==> src/hw/rtl/jbme_pkg.sv <==
// shared types and constants of the jackknife binned mean and error unit
package jbme_pkg;

  localparam int unsigned MAX_BINS  = 1024;
  localparam int unsigned BIN_AW    = $clog2(MAX_BINS);
  localparam int unsigned BIN_CW    = BIN_AW + 1;
  localparam int unsigned FRAC_BITS = 16;

  localparam logic [1:0] ST_OK  = 2'd0;
  localparam logic [1:0] ST_FEW = 2'd1;
  localparam logic [1:0] ST_CAP = 2'd2;

  localparam logic [1:0] OBS_FIRST  = 2'd0;
  localparam logic [1:0] OBS_SECOND = 2'd1;
  localparam logic [1:0] OBS_RADIUS = 2'd2;
  localparam logic [1:0] OBS_SIGN   = 2'd3;

  localparam logic REG_THERM = 1'b0;
  localparam logic REG_BIN   = 1'b1;

  typedef struct packed {
    logic signed [31:0] x1;
    logic [31:0]        x1_squared;
    logic signed [31:0] x2;
    logic [31:0]        x2_squared;
    logic               twisted;
    logic               last_sample;
  } sample_t;

  typedef struct packed {
    logic [1:0]         observable;
    logic signed [39:0] mean;
    logic [39:0]        error;
    logic [1:0]         status;
    logic               last_result;
  } result_t;

  typedef struct packed {
    logic signed [47:0] first;
    logic signed [47:0] second;
    logic [49:0]        radius;
    logic signed [17:0] sgn;
  } bin_t;

  typedef struct packed {
    logic take;
    logic setup;
    logic zero_load;
    logic gm_start;
    logic gm_load;
    logic rd;
    logic bm_start;
    logic bm_load;
    logic abs_d;
    logic mul;
    logic acc;
    logic err_sat;
    logic q_start;
    logic sq_start;
    logic err_load;
    logic next_obs;
    logic clear;
  } cmd_t;

  typedef struct packed {
    logic few;
    logic div_done;
    logic sq_done;
    logic big;
    logic ovf;
    logic last_bin;
    logic last_obs;
  } sts_t;

endpackage

==> src/hw/rtl/jbme_ctrl.sv <==
// sequencer for sample intake and the per-observable jackknife pass
module jbme_ctrl (
  input  logic           clk,
  input  logic           rst,
  input  logic           in_valid,
  input  logic           in_last,
  output logic           in_ready,
  output logic           out_valid,
  input  logic           out_ready,
  input  jbme_pkg::sts_t sts,
  output jbme_pkg::cmd_t cmd
);

  typedef enum logic [3:0] {
    S_IDLE, S_SETUP, S_GM, S_GM_W, S_RD, S_RDW, S_BM_W, S_DIFF,
    S_MUL, S_ACC, S_SAT, S_FIN, S_Q_W, S_SQ_W, S_OUT
  } state_t;

  state_t state;
  state_t state_next;

  assign in_ready  = state == S_IDLE;
  assign out_valid = state == S_OUT;

  always_comb begin
    cmd        = '0;
    state_next = state;
    case (state)
      S_IDLE: begin
        cmd.take = in_valid;
        if (in_valid && in_last) begin
          state_next = S_SETUP;
        end
      end
      S_SETUP: begin
        cmd.setup = 1'b1;
        if (sts.few) begin
          cmd.zero_load = 1'b1;
          state_next    = S_OUT;
        end else begin
          state_next = S_GM;
        end
      end
      S_GM: begin
        cmd.gm_start = 1'b1;
        state_next   = S_GM_W;
      end
      S_GM_W: begin
        if (sts.div_done) begin
          cmd.gm_load = 1'b1;
          state_next  = S_RD;
        end
      end
      S_RD: begin
        cmd.rd     = 1'b1;
        state_next = S_RDW;
      end
      S_RDW: begin
        cmd.bm_start = 1'b1;
        state_next   = S_BM_W;
      end
      S_BM_W: begin
        if (sts.div_done) begin
          cmd.bm_load = 1'b1;
          state_next  = S_DIFF;
        end
      end
      S_DIFF: begin
        cmd.abs_d  = 1'b1;
        state_next = S_MUL;
      end
      S_MUL: begin
        // a deviation beyond 32 bits saturates the error
        if (sts.big) begin
          state_next = S_SAT;
        end else begin
          cmd.mul    = 1'b1;
          state_next = S_ACC;
        end
      end
      S_ACC: begin
        if (sts.ovf) begin
          state_next = S_SAT;
        end else begin
          cmd.acc    = 1'b1;
          state_next = sts.last_bin ? S_FIN : S_RD;
        end
      end
      S_SAT: begin
        cmd.err_sat = 1'b1;
        state_next  = S_OUT;
      end
      S_FIN: begin
        cmd.q_start = 1'b1;
        state_next  = S_Q_W;
      end
      S_Q_W: begin
        if (sts.div_done) begin
          cmd.sq_start = 1'b1;
          state_next   = S_SQ_W;
        end
      end
      S_SQ_W: begin
        if (sts.sq_done) begin
          cmd.err_load = 1'b1;
          state_next   = S_OUT;
        end
      end
      S_OUT: begin
        if (out_ready) begin
          if (sts.last_obs) begin
            cmd.clear  = 1'b1;
            state_next = S_IDLE;
          end else begin
            cmd.next_obs = 1'b1;
            state_next   = sts.few ? S_OUT : S_GM;
          end
        end
      end
      default: state_next = S_IDLE;
    endcase
  end

  always_ff @(posedge clk) begin
    if (rst) begin
      state <= S_IDLE;
    end else begin
      state <= state_next;
    end
  end

endmodule

==> config.mk <==
export PLATFORM = sky130hd
export DESIGN_NAME = jbme_ctrl
export DESIGN_NICKNAME = d
export VERILOG_FILES = /design/src/hw/rtl/jbme_pkg.sv /design/src/hw/rtl/jbme_ctrl.sv
export SDC_FILE = /design/constraint.sdc
export NUM_CORES = 1
export LEC_CHECK = 0
export BUFFER_PORTS_ARGS = -buffer_cell sky130_fd_sc_hd__buf_4
export CORE_UTILIZATION = 43
export DETAILED_ROUTE_END_ITERATION = 7
export PLACE_DENSITY = 0.83
export SLEW_MARGIN = 20
export SYNTH_ARGS = -nofsm -noshare
export SYNTH_HDL_FRONTEND = slang
export SYNTH_SLANG_ARGS = --single-unit
==> constraint.sdc <==
create_clock -name clk -period 1.7 [get_ports clk]
set_input_delay 0.255 -clock clk [delete_from_list [all_inputs] [get_ports clk]]
set_output_delay 0.255 -clock clk [all_outputs]
set_load 0.02 [all_outputs]
After elaboration in Yosys (flattened, before gate mapping)
Cells that the tools add are included.
{"block": "word_totals", "out_inout_bits": 19, "in_bits": 12, "regBits": 4, "wordCells": 59}
{"block": "classes", "mux": 35, "reduce_logical": 3, "n_eq_ne": 20}
{"operator": "$pmux W4 S15", "count": 1}
{"operator": "$mux W4", "count": 10}
{"operator": "$eq A4 B4 Y1 const B", "count": 7}
{"operator": "$mux W1", "count": 20}
{"operator": "$eq A4 B3 Y1 const B", "count": 4}
{"operator": "$eq A4 B2 Y1 const B", "count": 2}
{"operator": "$mux W2", "count": 4}
{"operator": "$ne A2 B2 Y1 const B", "count": 4}
{"operator": "$reduce_and A6 Y1", "count": 1}
{"operator": "$eq A4 B1 Y1 const B", "count": 1}
{"operator": "$logic_not A4 Y1", "count": 1}
{"operator": "$ne A2 B1 Y1 const B", "count": 2}
{"operator": "$logic_and A1 B1 Y1", "count": 1}

Logic depth before layout (Yosys ltp)
Gate-level depths: netlist of run 1.
{"block": "depth", "ltp_word": 4, "depth_mapped": 7, "ltp_nobuf": 5}

Least setup slack after synthesis of run 1
Ideal clock, no wire load.
{"block": "synth_path", "kind": "register -> output", "startpoint": "reg state[3]", "endpoint": "out cmd[9] (netlist name)", "slack_ns": 0.088, "path_stages_with_launch": 4, "arrival_time_ns": 1.357, "required_ns": 1.445, "path_buffers": 2, "cell_sequence": "dfxtp_1 > buf_2 > clkbuf_1 > nor4_1"}
{"item": "start: declaration", "line_no": "jbme_ctrl.sv:19", "rtl": "state_t state;"}
{"item": "start signal: assignment", "line_no": "jbme_ctrl.sv:128", "rtl": "state <= state_next;"}
{"item": "end: declaration", "line_no": "jbme_ctrl.sv:11", "rtl": "output jbme_pkg::cmd_t cmd"}

==> results of run 1 <==
-- cells by family after synthesis --
kind of cell / after synthesis / synth area share
multiplexers: 3 / 0.0505
AND/OR/NAND/NOR: 49 / 0.488
AO/OA/AOI/OAI: 14 / 0.198
flip-flops: 4 / 0.135
buffers and inverters: 13 / 0.114
XOR/XNOR: 1 / 0.0147
-- per-layer routing --
metal / vias up / part of all wire / wire [um] / track usage
met5: - / 0 / 0 / 0
met4: 0 / 0 / 0 / 0.00862
met3: 0 / 0.040 / 74 / 0.0578
met2: 23 / 0.54 / 983 / 0.438
met1: 363 / 0.42 / 771 / 0.290
li1: 376 / - / - / -
-- metrics by stage --
step / hold slack, ns / setup slack [ns] / cells
finish: 0.319 / 0.102 / 138
floorplan: 0.435 / 0.0877 / 84
CTS: 0.324 / 0.0204 / 138
global placement: 0.554 / 0.132 / 135
detailed placement: 0.566 / 0.0122 / 135
global route: 0.323 / 0.0301 / 138
-- worst max-delay path by stage --
stage               depth (start not counted)  slack, ns        to
floorplan                                   3       0.09    cmd[9]
global placement                            4       0.13  state[3]
detailed placement                          4       0.01  state[0]
CTS                                         5       0.02    cmd[0]
global route                                6       0.03    cmd[0]
finish                                      4       0.10    cmd[6]
-- layout by cell type (no fill, tap or decap), drive strengths merged, types with 2 or more instances in the layout --
cell / instances
inv: 7
nand3: 2
o21ai: 4
nor2: 10
mux2i: 3
and3: 2
nand2: 6
dfxtp: 4
a31o: 2
nand2b: 8
clkbuf: 3
nor4: 2
nor3: 13
buf: 42
-- what timing repair did --
action	4_1_cts	5_1_grt
setup endpoints to repair	7	4
gates resized for setup	1	4
hold endpoints to repair	0	0
-- power by group --
group	switching, W	internal (W)	leakage, nW
clock	0.0000373	0.0000789	0.0138
combinational	0.000553	0.000509	0.387
sequential	0.0000659	0.000141	0.0344
-- final cells by class --
cell class | count | area (um^2)
Clock buffer | 3 | 22.5
Multi-Input combinational cell | 67 | 449
Timing Repair Buffer | 42 | 315
Sequential cell | 4 | 86.3
Fill cell | 115 | 367
Inverter | 7 | 26.3
Tap cell | 15 | 18.8
-- critical path, stage by stage, from the launching register on --
cell	delay, ns
sky130_fd_sc_hd__dfxtp_2	0.34
sky130_fd_sc_hd__or2_1	0.28
sky130_fd_sc_hd__buf_4	0.18
sky130_fd_sc_hd__nor3_2	0.14
sky130_fd_sc_hd__buf_4	0.17
==> Flow_metrics.wiki, run 1 <==
{| class="wikitable"
! Metric !! Value
|-
| Register with the highest flop count || state
|-
| DRC violation count after routing || 0
|-
| Count of clock tree sinks || 4
|-
| Starting utilization of the core area || 0.463
|-
| Die ar. || 1530 um^2
|-
| Startpoint class of the critical path || register
|-
| Last weighted congestion value of the routability-driven placer || approximately 0.88
|-
| Fraction of final layout cells sized beyond drive strength 1 || 0.472
|-
| Post-CTS setup repair buffer count || 0
|-
| Yosys top cell area share || 0.135
|-
| Count of input and output buffers || 30
|-
| Slew headroom || 0.613
|-
| Ratio of total power to cell area || 1510 nW/um^2
|-
| Total of hold buffers inserted after clock tree synthesis || 0
|-
| Arrival time at the worst endpoint || ~1.3 ns
|-
| Power, Total || 0.00139 W
|-
| Sum of negative setup slack || 0 ns
|-
| CTS tree || built
|-
| Worst setup path class || reg -> out
|-
| Largest regs || state x4
|-
| WHS Path Cells || 3
|-
| Wire length per cell || 13.3 um
|-
| Class of the most critical hold timing path || in -> reg
|-
| Worst r2r path cells || 5
|-
| Pin count of the biggest net entering global routing || 14
|-
| Post-route cell area || 918 um^2
|-
| Cts bufs inserted || 3
|-
| Final number of hold-violating endpoints || 0
|-
| Count of antenna-violating nets left after detailed routing || 0
|-
| Commonest cells in the synthesized netlist || sky130_fd_sc_hd__nor2_1 (10), sky130_fd_sc_hd__nor3_1 (10), sky130_fd_sc_hd__inv_1 (7), sky130_fd_sc_hd__nand2b_1 (7), sky130_fd_sc_hd__nand2_1 (6)
|-
| RSZ-0062 raised after global routing || false
|-
| Status || completed
|-
| Vert. Die Dim || ~39 um
|-
| Required time worst endpoint || 1.44 ns
|-
| Detail-routed via count per cell || 5.52
|-
| Number of diodes || 0
|-
| Top-Level Pins || 31
|-
| Critical path origin || state[1]
|-
| Worst hold start || rst
|-
| Dominant cells by area after synthesis || sky130_fd_sc_hd__dfxtp_1 (13%), sky130_fd_sc_hd__nor3_1 (8.4%), sky130_fd_sc_hd__nand2b_1 (7.4%), sky130_fd_sc_hd__nor2_1 (6.3%), sky130_fd_sc_hd__mux2i_1 (5.1%)
|-
| Initial antenna violation count || 0
|-
| Post-synth EDFFs || 0
|-
| First-pass GRT wire length || 2.54 mm
|-
| Sum of net half-perimeters after detailed placement || around 1.4 mm
|-
| Library cell occupying the most area in the post-synthesis netlist || sky130_fd_sc_hd__dfxtp_1
|-
| Critical Path End Type || output pin
|-
| Aggregate routed wire length || 1.83 mm
|-
| Master cell of the clock root buffer || sky130_fd_sc_hd__clkbuf_4
|-
| Slew at the pin closest to its max-slew limit || approximately 0.58 ns
|-
| R2r startpoint || state[3]
|-
| Maximum achievable frequency || 626 MHz
|-
| Number of flip-flops under the largest register name || 4
|-
| Final period utilization || 0.940
|-
| Total core area || approximately 1300 um^2
|-
| Vias in the first global route || ~610
|-
| Final cell utilization of the core || 0.715
|-
| Synthesized Nets || 96
|-
| Placed cell areas || 887 um^2
|-
| Syn Inst Count || 84
|-
| Maximum clock skew at final layout || 0.00316 ns
|-
| GRT Residual Overflow || 0
|-
| Async set or reset register ratio after synthesis || 0
|-
| Number of setup violations in the final report || 0
|-
| Share of the yosys chip area belonging to registers || 0.135
|-
| Highest net fanout along the worst path || 6
|-
| Synth Area per Inst || a little over 7 um^2
|-
| Distinct cell type count after synthesis || 33
|-
| CTS clock-pin slew for the worst setup and hold paths || 0.04 ns
|-
| Total count of max-transition violations in the final report || 0
|-
| Most used DFF post-synth || sky130_fd_sc_hd__dfxtp_1
|-
| Static leakage || 0.435 nW
|-
| Crit Reg-Reg Endpoint || state[1]
|-
| Total GRT Usage || 0.239
|-
| H-tree level count || 1
|-
| Internal reg-to-reg setup slack || 0.16 ns
|-
| Clk_lat worst skew || 0.23 ns
|-
| Endpoint, Worst Hold || state[2]
|-
| Time the worst path needs with I/O delays and setup || 1.60 ns
|-
| Overall via count from detail_route || about 760
|-
| Synthesis warning total || 0
|-
| First-pass iteration count of the detailed router || 4
|-
| Number of core rows || 13
|-
| DR iter-0 viols || 8
|-
| Mapped cell area || 594 um^2
|-
| Number of nets in the layout || 137
|-
| Area growth from synthesis to final layout || 54.5%
|-
| Clock tree buffer depth || 2
|-
| Peak supply drop || around 1 mV
|-
| Register bit total from synthesis || 4
|-
| Die width || 39.2 um
|-
| Count of max-cap constraint violations || 0
|}
No activity file was read; power rests on OpenSTA's default activity.
==> run 2: changes to the inputs <==
--- a/config.mk
+++ b/config.mk
@@ -6,6 +6,7 @@
 export NUM_CORES = 1
 export LEC_CHECK = 0
 export BUFFER_PORTS_ARGS = -buffer_cell sky130_fd_sc_hd__buf_4
+export CORE_MARGIN = 3
 export CORE_UTILIZATION = 43
 export DETAILED_ROUTE_END_ITERATION = 7
 export PLACE_DENSITY = 0.83
==> run 2 against run 1 <==
Setup slack worse by 0.047 ns; die area is 21% higher; clock skew is 0.013 ns higher; clock-buffer cell count stayed put; via count is 0.66% lower; sequential power is 10% higher; sequential share of layout area is 0.54 points higher; worst hold slack worse by 0.020 ns; utilization is 5.0 points higher; combinational power hardly changed; critical path type unchanged.
==> Flow_metrics.wiki, run 2 (same netlist as run 1, synthesis figures left out) <==
{| class="wikitable"
! Metric !! Value
|-
| Wire length per cell || 13.8 um (+3.9%)
|-
| Worst setup path class || reg -> out
|-
| Maximum clock skew at final layout || 0.0162 ns (+0.0130 ns)
|-
| Aggregate routed wire length || 1.86 mm (+1.6%)
|-
| Initial antenna violation count || 0 (unchanged)
|-
| First-pass GRT wire length || 3.04 mm (+20%)
|-
| Count of input and output buffers || 30 (unchanged)
|-
| Number of flip-flops under the largest register name || 4 (unchanged)
|-
| CTS clock-pin slew for the worst setup and hold paths || 0.05 ns (about the same)
|-
| Highest-count cells in the layout ignoring fill and taps || sky130_fd_sc_hd__buf_4 (40), sky130_fd_sc_hd__nor2_1 (9), sky130_fd_sc_hd__nor3_1 (9)
|-
| Filler cells || 93 (-19%)
|-
| Crit Reg-Reg Endpoint || state[2]
|-
| Worst setup margin || 0.0553 ns (-0.0467 ns)
|-
| Clock tree buffer depth || 2 (unchanged)
|-
| Slew headroom || 0.627 (+0.0143)
|-
| Peak supply drop || 0.939 mV (-4.7%)
|-
| Last weighted congestion value of the routability-driven placer || 0.927 (+5.3%)
|-
| Cts bufs inserted || 3 (unchanged)
|-
| Internal reg-to-reg setup slack || 0.12 ns (-0.04 ns)
|-
| Maximum achievable frequency || 608 MHz (-2.8%)
|-
| Final number of hold-violating endpoints || 0 (unchanged)
|-
| Count of clock tree sinks || 4 (unchanged)
|-
| DR iter-0 viols || 15 (+7)
|-
| Total GRT Usage || 0.217 (-0.0218)
|-
| Sum of net half-perimeters after detailed placement || 1.49 mm (+2.5%)
|-
| Slew at the pin closest to its max-slew limit || 0.555 ns (-0.0212 ns)
|-
| Static leakage || 0.430 nW (-1.1%)
|-
| Vert. Die Dim || 43.2 um (+10%)
|-
| Worst Setup Slack post-DPL || -0.00305 ns (-0.0153 ns)
|-
| Worst hold start || rst
|-
| Master cell of the clock root buffer || sky130_fd_sc_hd__clkbuf_4
|-
| Highest net fanout along the worst path || 8 (+2)
|-
| Non-filler instance count after layout || 135 (-2.2%)
|-
| Area growth from synthesis to final layout || 54.5% (unchanged)
|-
| Die ar. || 1860 um^2 (+21%)
|-
| Power, Total || 0.00141 W (+1.5%)
|-
| First-pass iteration count of the detailed router || 4 (unchanged)
|-
| R2r startpoint || state[1]
|-
| Count of antenna-violating nets left after detailed routing || 0 (unchanged)
|-
| Top-Level Pins || 31 (unchanged)
|-
| Count of max-cap constraint violations || 0 (unchanged)
|-
| Register with the highest flop count || state
|-
| Vias in the first global route || 705 (+15%)
|-
| Ratio of total power to cell area || 1530 nW/um^2 (+1.5%)
|-
| Arrival time at the worst endpoint || 1.39 ns (+0.05 ns)
|-
| Starting utilization of the core area || 0.495 (+0.0323)
|-
| Number of setup violations in the final report || 0 (unchanged)
|-
| Number of core rows || 12 (-1)
|-
| DP Cell Count || 131 (-3.0%)
|-
| Number of diodes || 0 (unchanged)
|-
| Pin count of the biggest net entering global routing || 14 (unchanged)
|-
| RSZ-0062 raised after global routing || false
|-
| DRC violation count after routing || 0 (unchanged)
|-
| H-tree level count || 1 (unchanged)
|-
| Critical Path End Type || output pin
|-
| Die width || 43.2 um (+10%)
|-
| Time the worst path needs with I/O delays and setup || 1.64 ns (+0.0467 ns)
|-
| WHS Path Cells || 3 (unchanged)
|-
| Detail-routed via count per cell || 5.61 (+1.6%)
|-
| Startpoint class of the critical path || register
|-
| Total core area || 1200 um^2 (-6.5%)
|-
| Total count of max-transition violations in the final report || 0 (unchanged)
|-
| Commonest non-fill, non-tap cell in the layout || sky130_fd_sc_hd__buf_4
|-
| Endpoint, Worst Hold || state[1]
|-
| Final period utilization || 0.967 (+0.0275)
|-
| Number of nets in the layout || 135 (-1.5%)
|-
| Total of hold buffers inserted after clock tree synthesis || 0 (unchanged)
|-
| Required time worst endpoint || 1.44 ns (about the same)
|-
| Overall via count from detail_route || 757 (-0.66%)
|-
| Fraction of final layout cells sized beyond drive strength 1 || 0.471 (about the same)
|-
| Worst r2r path cells || 6 (+1)
|-
| CTS tree || built
|-
| Status || completed
|-
| GRT Residual Overflow || 0 (unchanged)
|-
| Class of the most critical hold timing path || in -> reg
|-
| Clk_lat worst skew || 0.26 ns (+0.03 ns)
|-
| Largest regs || state x4
|}
-- run 2: timing repair --
item | 4_1_cts | 5_1_grt
setup buffers | 0 | 1
resized for setup | 3 | 6
setup endpoints to repair | 12 | 6
cloned | 0 | 0
-- run 2: final cells by class --
class                      instances  area [um^2]  share of cell area
timing repair buffer              40          300               0.327
tap                               14         17.5              0.0191
inverter                           7         26.3              0.0286
sequential                         4         91.3              0.0995
clock buffer                       3         22.5              0.0245
multi-input combinational         67          460               0.501
-- run 2: worst max-delay path by stage --
stage | end | from | cells after the start | slack, ns
2_1_floorplan | cmd[9] | state[3] | 3 | 0.09
6_report | cmd[14] | state[1] | 4 | 0.06
3_3_place_gp | state[2] | state[3] | 4 | 0.02
5_1_grt | cmd[14] | state[1] | 4 | 0.006
3_5_place_dp | state[2] | state[3] | 4 | -0.003
4_1_cts | cmd[1] | state[3] | 4 | 0.02
-- run 2: where the power goes --
group	switching, W	total [W]	internal (W)	leakage (nW)
Clock	0.0000543	0.000134	0.0000800	0.0138
Sequential	0.0000802	0.000228	0.000148	0.0350
Combinational	0.000540	0.00104	0.000503	0.381
-- run 2: stage by stage --
step	util	instance area (um^2)	hold slack (ns)	setup TNS [ns]
after floorplan	-	594	0.435	0
final	0.765	918	0.299	0
after detailed placement	0.719	863	0.562	-0.00305
after CTS	0.741	890	0.292	0
after global placement	0.719	863	0.561	0
after global routing	0.765	918	0.306	0
-- run 2: worst max-delay path: stages (launching register included) --
cell                      delay, ns
sky130_fd_sc_hd__dfxtp_4       0.36
sky130_fd_sc_hd__or2_1         0.27
sky130_fd_sc_hd__buf_4         0.18
sky130_fd_sc_hd__nor3_2        0.14
sky130_fd_sc_hd__buf_4         0.17
-- run 2: routing by layer --
metal / share of wire / up-vias / GRT usage / wire length (um)
met2: 0.48 / 40 / 0.357 / 895
li1: - / 371 / - / -
met4: 0.027 / 0 / 0.145 / 51
met1: 0.40 / 339 / 0.245 / 750
met5: 0 / - / 0 / 0
met3: 0.087 / 7 / 0.0466 / 162
==> run 3: changes to the inputs <==
==> constraint.sdc (replaced) <==
create_clock -name clk -period 1.7 [get_ports clk]
set_input_delay 0.51 -clock clk [delete_from_list [all_inputs] [get_ports clk]]
set_output_delay 0.51 -clock clk [all_outputs]
set_load 0.02 [all_outputs]
==> run 3 against run 2 <==
The run now ends with setup timing left; clock-buffer cell count unchanged; maximum frequency down 8.5%; critical path depth unchanged; via count up 19%.
==> Flow_metrics.wiki, run 3 (same netlist as run 1, synthesis figures left out) <==
{| class="wikitable"
! Metric !! Value
|-
| CTS clock-pin slew for the worst setup and hold paths || 0.04 ns (about the same)
|-
| Highest-count cells in the layout ignoring fill and taps || sky130_fd_sc_hd__buf_4 (41), sky130_fd_sc_hd__buf_6 (8), sky130_fd_sc_hd__nor2_1 (7)
|-
| Total count of max-transition violations in the final report || 0 (unchanged)
|-
| Fraction of final layout cells sized beyond drive strength 1 || 0.623 (+0.152)
|-
| Count of antenna-violating nets left after detailed routing || 0 (unchanged)
|-
| Total core area || 1200 um^2 (unchanged)
|-
| Detail-routed via count per cell || 6.26 (+12%)
|-
| Ratio of total power to cell area || 1630 nW/um^2 (+6.6%)
|-
| Die width || 43.2 um (unchanged)
|-
| Worst Setup Slack post-DPL || -0.0293 ns (-0.0262 ns)
|-
| Last weighted congestion value of the routability-driven placer || 0.942 (+1.5%)
|-
| Required time worst endpoint || 1.19 ns (-0.25 ns)
|-
| Worst setup margin || -0.0974 ns (-0.153 ns)
|-
| Sum of negative setup slack || -0.856 ns (-0.856 ns)
|-
| Final period utilization || 1.06 (+0.0899)
|-
| Highest net fanout along the worst path || 5 (-3)
|-
| Met3 routed wirelength || 251 um (+55%)
|-
| Largest regs || state x4
|-
| Clock tree buffer depth || 2 (unchanged)
|-
| Cts bufs inserted || 3 (unchanged)
|-
| Status || finished, violations left
|-
| Static leakage || 0.510 nW (+19%)
|-
| Met2 routed wirelength || 1.45 mm (+62%)
|-
| Pin count of the biggest net entering global routing || 11 (-3)
|-
| Maximum clock skew at final layout || 0.00334 ns (-0.0129 ns)
|-
| Maximum achievable frequency || 556 MHz (-8.5%)
|-
| Buffering stage count on the worst path with inverters included || 1 (-1)
|-
| Filler cells || 51 (-45%)
|-
| Peak supply drop || 1.24 mV (+32%)
|-
| Slew headroom || 0.657 (+0.0305)
|-
| Vias in the first global route || 844 (+20%)
|-
| Register with the highest flop count || state
|-
| Hold slack final || 0.576 ns (+0.277 ns)
|-
| Slowest stage cell on the critical path || sky130_fd_sc_hd__dfxtp_4
|-
| Sum of net half-perimeters after detailed placement || 1.67 mm (+12%)
|-
| Initial antenna violation count || 0 (unchanged)
|-
| Total GRT Usage || 0.279 (+0.0622)
|-
| Worst setup path class || reg -> out
|-
| Count of input and output buffers || 30 (unchanged)
|-
| Area growth from synthesis to final layout || 85.7%
|-
| DRC violation count after routing || 0 (unchanged)
|-
| Overall via count from detail_route || 902 (+19%)
|-
| Internal reg-to-reg setup slack || -0.09 ns (-0.21 ns)
|-
| Total of hold buffers inserted after clock tree synthesis || 0 (unchanged)
|-
| GRT Residual Overflow || 0 (unchanged)
|-
| Top metal layer carrying routed signals || met4
|-
| H-tree level count || 1 (unchanged)
|-
| First-pass iteration count of the detailed router || 4 (unchanged)
|-
| Top-Level Pins || 31 (unchanged)
|-
| Count of clock tree sinks || 4 (unchanged)
|-
| Count of max-cap constraint violations || 0 (unchanged)
|-
| Final number of hold-violating endpoints || 0 (unchanged)
|-
| Non-filler instance count after layout || 144 (+6.7%)
|-
| Slew at the pin closest to its max-slew limit || 0.510 ns (-0.0446 ns)
|-
| Number of core rows || 12 (unchanged)
|-
| Startpoint class of the critical path || register
|-
| Aggregate routed wire length || 2.82 mm (+52%)
|-
| Failing checks || setup timing
|-
| Delay-heaviest family, CP || simple AND/OR/NAND/NOR gates
|-
| CTS tree || built
|-
| Commonest non-fill, non-tap cell in the layout || sky130_fd_sc_hd__buf_4
|-
| Number of setup violations in the final report || 14 (+14)
|-
| Wire length per cell || 19.6 um (+42%)
|-
| Number of flip-flops under the largest register name || 4 (unchanged)
|-
| Max incr delay on CP || 0.35 ns (about the same)
|-
| Time the worst path needs with I/O delays and setup || 1.80 ns (+0.153 ns)
|-
| Die ar. || 1860 um^2 (unchanged)
|-
| Number of diodes || 0 (unchanged)
|-
| Master cell of the clock root buffer || sky130_fd_sc_hd__clkbuf_4
|-
| Vert. Die Dim || 43.2 um (unchanged)
|-
| First-pass GRT wire length || 3.97 mm (+31%)
|-
| Starting utilization of the core area || 0.495 (unchanged)
|-
| Post-Route M1 WL || 971 um (+29%)
|-
| Class of the most critical hold timing path || in -> reg
|-
| Critical Path End Type || output pin
|-
| DP Cell Count || 135 (+3.1%)
|-
| Worst path cell trace || or2_4, nor3_4, and2_4, buf_6
|-
| RSZ-0062 raised after global routing || true
|-
| Clk_lat worst skew || 0.23 ns (-0.03 ns)
|-
| DR iter-0 viols || 56 (+41)
|-
| Number of nets in the layout || 144 (+6.7%)
|-
| Arrival time at the worst endpoint || 1.29 ns (-0.10 ns)
|}
run 3: path summary, 6_finish.rpt:
path / startpoint / endpoint / cells after the start
worst min-delay path: rst / state[1] / 3
worst max register to register: state[0] / state[3] / 6
worst max-delay path: state[1] / cmd[16] / 4
worst min register to register: state[2] / state[2] / 3
run 3: layout make-up:
type / count / area [um^2] / share of cell area
multi-input combinational: 67 / 547 / 0.495
timing repair buffer: 49 / 398 / 0.361
tap: 14 / 17.5 / 0.0159
sequential: 4 / 92.6 / 0.0839
inverter: 7 / 26.3 / 0.0238
clock buffer: 3 / 22.5 / 0.0204
run 3: where the power goes:
| part | switching, W | internal [W] | leakage [nW] | total, W |
|---|---|---|---|---|
| clock network | 0.0000405 | 0.0000791 | 0.0138 | 0.000120 |
| registers | 0.0000832 | 0.000150 | 0.0353 | 0.000233 |
| logic | 0.000741 | 0.000706 | 0.461 | 0.00145 |
run 3: through the flow:
| step | power [W] | instance area [um^2] | util |
|---|---|---|---|
| after detailed placement | 0.00128 | 913 | 0.760 |
| after global placement | 0.00125 | 913 | 0.760 |
| after floorplan | 0.000935 | 614 | - |
| final | 0.00180 | 1100 | 0.919 |
| after global routing | 0.00190 | 1100 | 0.919 |
| after CTS | 0.00156 | 1040 | 0.863 |
run 3: metal layers:
metal  vias to the layer above  GRT usage
met5                         -          0
met4                         0     0.0422
met3                        21     0.0636
met2                        71      0.519
met1                       422      0.322
li1                        388          -
run 3: repair_timing:
action / in CTS / in global routing
pin swaps: 0 / 2
setup endpoints to repair: 19 / 21
resized for setup: 26 / 10
setup buffers: 2 / 4
run 3: worst reg2reg max path, cell delays in order, from the launching register on:
cell and delay, ns:
sky130_fd_sc_hd__dfxtp_2 0.41, sky130_fd_sc_hd__buf_4 0.23, sky130_fd_sc_hd__nor3_4 0.07, sky130_fd_sc_hd__buf_4 0.13
sky130_fd_sc_hd__a21boi_4 0.14, sky130_fd_sc_hd__or3_1 0.39, sky130_fd_sc_hd__o32ai_2 0.32
